## config.mk

```make
export PLATFORM = sky130hd
export DESIGN_NAME = priority_device_event_queues_core
export DESIGN_NICKNAME = d
export VERILOG_FILES = /design/src/hw/rtl/pdeq_pkg.sv /design/src/hw/rtl/pdeq_queues.sv /design/src/hw/rtl/priority_device_event_queues_core.sv
export SDC_FILE = /design/constraint.sdc
export NUM_CORES = 2
export LEC_CHECK = 0
export BUFFER_PORTS_ARGS = -buffer_cell sky130_fd_sc_hd__buf_4
export CAP_MARGIN = 15
export CORE_UTILIZATION = 32
export CTS_CLUSTER_SIZE = 14
export DETAILED_ROUTE_END_ITERATION = 12
export GPL_TIMING_DRIVEN = 0
export PLACE_DENSITY_LB_ADDON = 0.15
export SYNTH_ARGS = -nofsm -noshare
export SYNTH_HDL_FRONTEND = slang
export SYNTH_SLANG_ARGS = --single-unit
```

## constraint.sdc

```tcl
create_clock -name aclk -period 20 [get_ports aclk]
set_input_delay 0 -clock aclk [delete_from_list [all_inputs] [get_ports aclk]]
set_output_delay 0 -clock aclk [all_outputs]
set_load 0.01 [all_outputs]
```

## src/hw/rtl/pdeq_pkg.sv

```systemverilog
// shared types, constants and helper functions for the priority device event queues
package pdeq_pkg;

    localparam int NUM_DEVICES = 8;
    localparam int QUEUE_DEPTH = 2;
    localparam int FLAG_BITS   = 8;
    localparam int TICK_W      = 32;
    localparam int DEV_NUM_W   = 3;

    localparam int DEV_W  = $clog2(NUM_DEVICES);
    localparam int FILL_W = $clog2(QUEUE_DEPTH + 1);
    localparam int SLOT_W = (QUEUE_DEPTH > 1) ? $clog2(QUEUE_DEPTH) : 1;
    localparam int ADDR_W = $clog2(NUM_DEVICES * QUEUE_DEPTH);
    localparam int SLOT_MAX = QUEUE_DEPTH - 1;

    localparam logic CMD_ENQUEUE = 1'b0;
    localparam logic CMD_DEQUEUE = 1'b1;

    typedef struct packed {
        logic [TICK_W-1:0] tag;
        logic [TICK_W-1:0] etime;
    } entry_t;

    // one queue update per transaction
    typedef struct packed {
        logic             wr_en;
        logic             rd_en;
        logic [DEV_W-1:0] dev;
        entry_t           entry;
    } q_upd_t;

    typedef struct packed {
        logic [NUM_DEVICES-1:0] nonempty;
        logic [NUM_DEVICES-1:0] full;
    } q_stat_t;

    typedef struct packed {
        logic             found;
        logic [DEV_W-1:0] idx;
    } pick_t;

    // lowest set bit wins
    function automatic pick_t pick_lowest(input logic [NUM_DEVICES-1:0] mask);
        pick_t p;
        p = '0;
        for (int d = NUM_DEVICES - 1; d >= 0; d--) begin
            if (mask[d]) begin
                p.found = 1'b1;
                p.idx   = DEV_W'(d);
            end
        end
        return p;
    endfunction

    function automatic logic [SLOT_W-1:0] next_slot(input logic [SLOT_W-1:0] s);
        return (s == SLOT_W'(SLOT_MAX)) ? '0 : s + SLOT_W'(1);
    endfunction

    function automatic logic [ADDR_W-1:0] store_addr(input logic [DEV_W-1:0] dev,
                                                     input logic [SLOT_W-1:0] slot);
        return ADDR_W'(32'(dev) * QUEUE_DEPTH + 32'(slot));
    endfunction

endpackage

```

## src/hw/rtl/pdeq_queues.sv

```systemverilog
// per-device circular event queues: entry store, fill counts and slot pointers
module pdeq_queues
    import pdeq_pkg::*;
(
    input  logic             aclk,
    input  logic             aresetn,
    input  q_upd_t           upd,
    input  logic [DEV_W-1:0] rd_dev,
    output q_stat_t          stat,
    output entry_t           head
);

    entry_t              store_reg      [NUM_DEVICES*QUEUE_DEPTH];
    logic [FILL_W-1:0]   fill_reg       [NUM_DEVICES];
    logic [SLOT_W-1:0]   write_slot_reg [NUM_DEVICES];
    logic [SLOT_W-1:0]   read_slot_reg  [NUM_DEVICES];

    always_comb begin
        for (int d = 0; d < NUM_DEVICES; d++) begin
            stat.nonempty[d] = (fill_reg[d] != '0);
            stat.full[d]     = (fill_reg[d] == FILL_W'(QUEUE_DEPTH));
        end
    end

    assign head = store_reg[store_addr(rd_dev, read_slot_reg[rd_dev])];

    // entry store, no reset
    always_ff @(posedge aclk) begin
        if (upd.wr_en) begin
            store_reg[store_addr(upd.dev, write_slot_reg[upd.dev])] <= upd.entry;
        end
    end

    always_ff @(posedge aclk) begin
        if (!aresetn) begin
            for (int d = 0; d < NUM_DEVICES; d++) begin
                fill_reg[d]       <= '0;
                write_slot_reg[d] <= '0;
                read_slot_reg[d]  <= '0;
            end
        end else if (upd.wr_en) begin
            fill_reg[upd.dev]       <= fill_reg[upd.dev] + FILL_W'(1);
            write_slot_reg[upd.dev] <= next_slot(write_slot_reg[upd.dev]);
        end else if (upd.rd_en) begin
            fill_reg[upd.dev]      <= fill_reg[upd.dev] - FILL_W'(1);
            read_slot_reg[upd.dev] <= next_slot(read_slot_reg[upd.dev]);
        end
    end

endmodule

```

## src/hw/rtl/priority_device_event_queues_core.sv

```systemverilog
// top level of the strict-priority per-device event queue scheduler
// flow: an accepted transaction waits in the input register until the compute stage fires into the result register
// throughput: one transaction per cycle while the result side does not stall, the queue state is
// read and updated in the compute stage between the input register and the result register
// reset: aresetn low empties every queue and clears both valid flags, stored
// entries keep their contents and are never read before being written
module priority_device_event_queues_core
    import pdeq_pkg::*;
(
    input  logic                  aclk,
    input  logic                  aresetn,
    input  logic                  s_valid,
    output logic                  s_ready,
    input  logic                  s_cmd,
    input  logic [FLAG_BITS-1:0]  s_pending_flags,
    input  logic [TICK_W-1:0]     s_event_tag,
    input  logic [TICK_W-1:0]     s_event_time,
    input  logic [TICK_W-1:0]     s_now_time,
    output logic                  m_valid,
    input  logic                  m_ready,
    output logic [DEV_NUM_W-1:0]  m_device_num,
    output logic                  m_acted,
    output logic                  m_dropped,
    output logic [FLAG_BITS-1:0]  m_remaining_flags,
    output logic [TICK_W-1:0]     m_served_tag,
    output logic [TICK_W-1:0]     m_served_time,
    output logic [TICK_W-1:0]     m_latency
);

    // input register stage
    logic                 in_valid_reg;
    logic                 cmd_reg;
    logic [FLAG_BITS-1:0] flags_reg;
    logic [TICK_W-1:0]    tag_reg;
    logic [TICK_W-1:0]    etime_reg;
    logic [TICK_W-1:0]    now_reg;

    // result register stage
    logic                 out_valid_reg;
    logic [DEV_NUM_W-1:0] dev_num_reg;
    logic                 acted_reg;
    logic                 dropped_reg;
    logic [FLAG_BITS-1:0] remaining_reg;
    logic [TICK_W-1:0]    served_tag_reg;
    logic [TICK_W-1:0]    served_time_reg;
    logic [TICK_W-1:0]    latency_reg;

    // compute stage
    logic                   fire;
    logic [NUM_DEVICES-1:0] enq_mask;
    pick_t                  enq_pick;
    pick_t                  deq_pick;
    q_upd_t                 upd;
    q_stat_t                stat;
    entry_t                 head;

    logic [DEV_W-1:0]     dev_next;
    logic                 acted_next;
    logic                 dropped_next;
    logic [FLAG_BITS-1:0] remaining_next;
    logic [TICK_W-1:0]    served_tag_next;
    logic [TICK_W-1:0]    served_time_next;
    logic [TICK_W-1:0]    latency_next;

    // the compute stage advances whenever the result register is free or drains
    assign fire    = in_valid_reg && (!out_valid_reg || m_ready);
    assign s_ready = !in_valid_reg || fire;

    // flags above the device count are ignored, missing high devices read as zero
    assign enq_mask = NUM_DEVICES'(flags_reg);
    assign enq_pick = pick_lowest(enq_mask);
    assign deq_pick = pick_lowest(stat.nonempty);

    pdeq_queues u_queues (
        .aclk    (aclk),
        .aresetn (aresetn),
        .upd     (upd),
        .rd_dev  (deq_pick.idx),
        .stat    (stat),
        .head    (head)
    );

    always_comb begin
        dev_next         = '0;
        acted_next       = 1'b0;
        dropped_next     = 1'b0;
        remaining_next   = '0;
        served_tag_next  = '0;
        served_time_next = '0;
        latency_next     = '0;
        upd              = '0;
        upd.entry.tag    = tag_reg;
        upd.entry.etime  = etime_reg;

        case (cmd_reg)
            CMD_ENQUEUE: begin
                remaining_next = flags_reg;
                if (enq_pick.found) begin
                    acted_next     = 1'b1;
                    dev_next       = enq_pick.idx;
                    dropped_next   = stat.full[enq_pick.idx];
                    remaining_next = flags_reg & ~(FLAG_BITS'(1) << enq_pick.idx);
                    latency_next   = now_reg - etime_reg;
                    // a full queue drops the event and stays as it is
                    upd.wr_en      = fire && !stat.full[enq_pick.idx];
                    upd.dev        = enq_pick.idx;
                end
            end
            CMD_DEQUEUE: begin
                if (deq_pick.found) begin
                    acted_next       = 1'b1;
                    dev_next         = deq_pick.idx;
                    served_tag_next  = head.tag;
                    served_time_next = head.etime;
                    latency_next     = now_reg - head.etime;
                    upd.rd_en        = fire;
                    upd.dev          = deq_pick.idx;
                end
            end
            default: begin
                remaining_next = '0;
            end
        endcase
    end

    // valid flags
    always_ff @(posedge aclk) begin
        if (!aresetn) begin
            in_valid_reg  <= 1'b0;
            out_valid_reg <= 1'b0;
        end else begin
            if (s_ready) begin
                in_valid_reg <= s_valid;
            end
            if (fire) begin
                out_valid_reg <= 1'b1;
            end else if (m_ready) begin
                out_valid_reg <= 1'b0;
            end
        end
    end

    // payload registers
    always_ff @(posedge aclk) begin
        if (s_valid && s_ready) begin
            cmd_reg   <= s_cmd;
            flags_reg <= s_pending_flags;
            tag_reg   <= s_event_tag;
            etime_reg <= s_event_time;
            now_reg   <= s_now_time;
        end
        if (fire) begin
            dev_num_reg     <= DEV_NUM_W'(dev_next);
            acted_reg       <= acted_next;
            dropped_reg     <= dropped_next;
            remaining_reg   <= remaining_next;
            served_tag_reg  <= served_tag_next;
            served_time_reg <= served_time_next;
            latency_reg     <= latency_next;
        end
    end

    assign m_valid           = out_valid_reg;
    assign m_device_num      = dev_num_reg;
    assign m_acted           = acted_reg;
    assign m_dropped         = dropped_reg;
    assign m_remaining_flags = remaining_reg;
    assign m_served_tag      = served_tag_reg;
    assign m_served_time     = served_time_reg;
    assign m_latency         = latency_reg;

endmodule

```

Word-level counts from Yosys, hierarchy flattened
Memory sizes are Yosys's and may differ from the RTL's.
Cells that the tools add are included.
{ "op_classes": {"n_addsub": 8, "n_lt_le_gt_ge": 1, "n_eq_ne": 8, "shifts": 1, "muxes": 56, "bitwise": 5, "n_reduce_logical": 22} }
{ "op_table": {"columns": ["cell", "count"], "rows": [
  ["$mux 4", 17],
  ["$mux 32", 2],
  ["$pmux 32 s2", 1],
  ["$sub 32x32->32", 2],
  ["$mux 1", 24],
  ["$reduce_bool 2->1", 9],
  ["$eq 2x2->1 const B", 8],
  ["$mux 3", 5],
  ["$pmux 3 s2", 2],
  ["$add 4x1->4", 2],
  ["$and 8x8->8", 1],
  ["$mux 8", 1],
  ["$not 8->8", 1],
  ["$shl 1x3->8 const A", 1],
  ["$lt 3x4->1 const B", 1],
  ["$mux 2", 2],
  ["$reduce_or 2->1", 2],
  ["$bmux 1 s3", 1],
  ["$logic_and 1x1->1", 3],
  ["$logic_not 1->1", 3],
  ["$add 1x1->1 const B", 2],
  ["$add 2x1->2 const B", 1],
  ["$logic_or 1x1->1", 2],
  ["$not 1->1", 2],
  ["5 further kinds", 6]
]} }
{ "totals": {"regBits": 216, "ram_bits": 1056, "inputBits": 109, "out_inout_bits": 111, "wordCells": 119, "memories": 4} }
{ "mem_list": {"columns": ["memory", "depth", "word_bits", "rd", "rd_ports_with_merged_regs", "wr", "line_no", "source"], "rows": [
  ["u_queues.store_reg", 16, 64, 1, 0, 1, "pdeq_queues.sv:13", "entry_t store_reg [NUM_DEVICES*QUEUE_DEPTH];"],
  ["u_queues.fill_reg", 8, 2, 9, 0, 8, "pdeq_queues.sv:14", "logic [FILL_W-1:0] fill_reg [NUM_DEVICES];"],
  ["u_queues.read_slot_reg", 8, 1, 2, 0, 8, "pdeq_queues.sv:16", "logic [SLOT_W-1:0] read_slot_reg [NUM_DEVICES];"],
  ["u_queues.write_slot_reg", 8, 1, 1, 0, 8, "pdeq_queues.sv:15", "logic [SLOT_W-1:0] write_slot_reg [NUM_DEVICES];"]
]} }

Longest topological paths before layout
{ "depth": {"ltp_word": 20, "depth_mapped": 35, "mapped_depth_nobuf": 26} }

Modules after synthesis
From an unflattened synthesis, not the netlist that was laid out.
{ "hier_totals": {"hier_cells": 2786, "hier_area_um2": 51215.4} }
{ "by_module_without_submodules": {"columns": ["module", "n_inst", "cells_each", "area_each_um2", "seq_area_each_um2"], "rows": [
  ["pdeq_queues", 1, 1915, 40381.2, 31550.3],
  ["priority_device_event_queues_core", 1, 871, 10834.1, 6466.2]
]} }

Worst setup path after synthesis
No wires, ideal clock.
{ "synth_timing": {"path_kind": "reg-to-reg", "start": "register out_valid_reg (netlist: m_valid)", "end": "memory u_queues.store_reg[13][0] (netlist name), enable pin", "arrival_ns": 9.339, "setup_slack_ns": 10.174, "stages_incl_launch_ff": 8, "synth_period_minus_slack_ns": 9.826, "path_cell_list": "dfxtp_1 > nor2b_1 > nor2b_1 > and3_1 > clkbuf_1 > clkbuf_1 > nand2_1 > nor2_1"} }
{ "synth_between": {"elab_chain_len": 8} }
{ "synth_rtl": {"columns": ["element", "line_no", "source"], "rows": [
  ["start, declared", "priority_device_event_queues_core.sv:39", "logic out_valid_reg;"],
  ["start signal, assigned", "priority_device_event_queues_core.sv:130", "out_valid_reg <= 1'b0;"],
  ["start signal, assigned", "priority_device_event_queues_core.sv:136", "out_valid_reg <= 1'b1;"],
  ["start signal, assigned", "priority_device_event_queues_core.sv:138", "out_valid_reg <= 1'b0;"],
  ["$logic_not 1->1", "priority_device_event_queues_core.sv:66", "assign fire = in_valid_reg && (!out_valid_reg || m_ready);"],
  ["$logic_or 1x1->1", "priority_device_event_queues_core.sv:66", null],
  ["$logic_and 1x1->1", "priority_device_event_queues_core.sv:66", null],
  ["via fire", "priority_device_event_queues_core.sv:49", "logic fire;"],
  ["$logic_and 1x1->1", "priority_device_event_queues_core.sv:105", "upd.wr_en = fire && !stat.full[enq_pick.idx];"],
  ["$mux 1", "priority_device_event_queues_core.sv:98", "if (enq_pick.found) begin"],
  ["$mux 1", "priority_device_event_queues_core.sv:95", "case (cmd_reg)"],
  ["$mux 1", "pdeq_queues.sv:29", "if (upd.wr_en) begin"],
  ["$mux 1 (not written as such)", "pdeq_queues.sv:30", "store_reg[store_addr(upd.dev, write_slot_reg[upd.dev])] <= upd.entry;"],
  ["end, declared", "pdeq_queues.sv:13", null]
]} }
The timed path passes the listed nets, and every way through them passes these cells.

==> results.cfg <==
[clock_tree]
cts.sinks = 1272
clk_pin_slew_ns = 0.06
cts.htree.levels = 4
clk_latency_ns = 0.78
cts_buffer_depth = 3
postCtsHoldBufs = 216
cts_resized = 0
numCtsBuffers = 142
post_cts_buffers = 0
cts-root-buf = clkbuf_16
cts_tree = done

[detailed_routing]
drc_errors = 0
drt-pass1-iter-count = 8
ant_nets = 0
drt_iter0_drc = 3103
vias = 36100
viasPerCell = 5.20
routed_wl_mm = 173
avgRoutedWirePerCell_um = 24.9

[sta]
fmax_mhz = 87.6
worstMarginPinSlew_ns = 1.30
slew_violations = 0
slew_headroom = 0.126
setup_tns_ns = 0
clock_skew_ns = 0.0277
setup_slack_ns = 8.58
post-route-period-util = 0.571
setup_violations = 0
rsz0062_at_grt = false
hold_viol = 0
layout_min_cycle_time_ns = 11.42

[cells_and_area]
largest_reg_flops = 1024
postLayoutCoreUtil = 0.399
regArea_um2 = 38000
syn_to_final_growth_pct = 23.2
final.fill_count = 15400
nets = 4822
drive_gt1_frac = 0.113
multiInputGateArea_um2 = 13900

[synth]
ys_warn_count = 0
ys_async_sr_fraction = 0
synth_compound_area_frac = 0.0893
synth_nets = 4185
synth_cell_type_count = 90
synth_top_family_by_area = simple AND/OR/NAND/NOR gates
ys_ff_latch = 1272
syn_area_per_cell_um2 = 13.2
synthCells = 4018
netlist_area_um2 = 52900
yosys.area_share.simple = 0.136
synth-xor-area-share = 0.00941
ys.flop_type = edfxtp_1
synth_edf_count = 1254
synth-adder-area-share = 0.0146
yosysSeqAreaShare = 0.718
synthMuxAreaShare = 0.00983

[placement]
dp_hpwl_mm = 119
dp_slack_ns = 8.71
numPortBuffers = 218
gp_congestion = 0.873

[pwr]
peakVddDrop_v = 0.0000870
power.density_nw_per_um2 = 98.4
p_leak_uw = 0.0228

[global_route]
grt_pass1_wl_mm = 249
grt_max_degree = 53
antenna_found_initial = 3
grt_pass1_vias = 35600
grt-ovfl-total = 0
grt_usage = 0.204

[floorplan]
fp-row-count = 148
core_area_um2 = 164000
initial_core_util = 0.324
die_width_um = 409
io_pins = 220
die_area_um2 = 167000
die_h_um = 409

[worst_hold_path]
hp-class = in -> reg
holdCritStartpoint = s_event_time[0]

[run]
cap_violations = 0

[worst_setup_path]
cp.required_ns = 20.49
cp_num_buf_inv = 9
cp_top_family = buffers and inverters
crit_start = u_queues.fill_reg[4][1]
end_kind = register
cp_slowest_cell = clkbuf_1
r2r-start = u_queues.fill_reg[4][1]
critPathLaunchType = register
cp_max_fo = 10
worstSetupPathType = reg -> reg
cp_common_cell = clkbuf_1
slowest_delay_ns = 0.92
arrival_ns = 11.91

[outcome]
status = finished, final reports clean
final timing paths:
check | endpoint | slack, ns | cells past startpoint
worst max-delay path | m_latency[23] | 8.58 | 34
worst min-delay path | etime_reg[0] | 0.05 | 2
worst max register to register | m_latency[23] | 8.58 | 34
worst min register to register | u_queues.write_slot_reg[7] | 0.51 | 2
metal layers:
layer,GRT usage,share of wire
met5,0,0.000052
met4,0.0531,0.021
met3,0.0313,0.054
met2,0.333,0.47
met1,0.282,0.45
kinds of logic (layout without fill, tap and decap cells):
family                   after synthesis  after routing
flip-flops                          1272           1272
buffers and inverters                312           1060
other                                  1              4
AO/OA/AOI/OAI                        637            637
AND/OR/NAND/NOR                     1631           1631
adder cells (fa/ha/maj)               61             61
multiplexers                          48             48
XOR/XNOR                              56             56
where the power goes:
group,switching [uW],internal [uW]
registers,53.4,2980
logic,560,293
clock network,1090,1430
total,1700,4710
Yosys cell counts, drive strengths merged (12+ instances only):
cell	n	area [um2]
xor2	20	175
a211oi	50	380
a31oi	68	425
dfxtp	18	360
nand3	154	776
nand2	998	3750
o21ai	70	365
edfxtp	1254	37700
buf	42	180
mux2	12	135
nor2b	18	113
o31ai	26	195
xnor2	36	323
inv	69	259
o22ai	42	263
mux2i	34	340
and2	12	75.1
clkbuf	199	748
nand2b	20	125
o211ai	18	140
nor3	60	300
and3	175	1090
ha	56	701
a311oi	169	1480
a21oi	57	297
nor4	13	100
o21bai	13	97.6
a21o	24	180
nor2	129	484
metrics by stage:
step / hold slack, ns / cells / cell area (um2) / power (uW)
finish: 0.0537 / 6944 / 65200 / 6420
global route: 0.0142 / 6941 / 65200 / 6650
CTS: 0.00539 / 6939 / 65200 / 6480
detailed placement: 0.179 / 6468 / 58600 / 3920
global placement: 0.178 / 6411 / 57300 / 3910
floorplan: 0.0989 / 4018 / 52900 / 3560
placed cells by master, fill, tap and decap left out, drive strengths merged, types with 8 or more instances in the layout:
master and count:
a211oi 50, a21boi 10, a21o 24, a21oi 57, a311oi 169, a31oi 68
a32o 10, and2 12, and3 175, buf 318, clkbuf 385, clkinv 56
dfxtp 18, dlygate4sd3 216, edfxtp 1254, ha 56, inv 76, mux2 12
mux2i 34, nand2 998, nand2b 20, nand3 154, nor2 129, nor2b 18
nor3 60, nor4 13, o2111ai 8, o211ai 18, o21a 9, o21ai 70
o21bai 13, o22ai 42, o31ai 26, or3 11, or4 10, xnor2 36
xor2 20
final cells by class:
class	instances	area share
Clock inverter	70	0.00850
Multi-Input combinational cell	2434	0.213
Antenna cell	3	0.000115
Tap cell	2175	0.0417
Sequential cell	1272	0.583
Buffer	241	0.0143
Inverter	71	0.00409
Clock buffer	185	0.0593
Timing Repair Buffer	493	0.0764
Note: power is estimated with default switching activity, not from simulation.
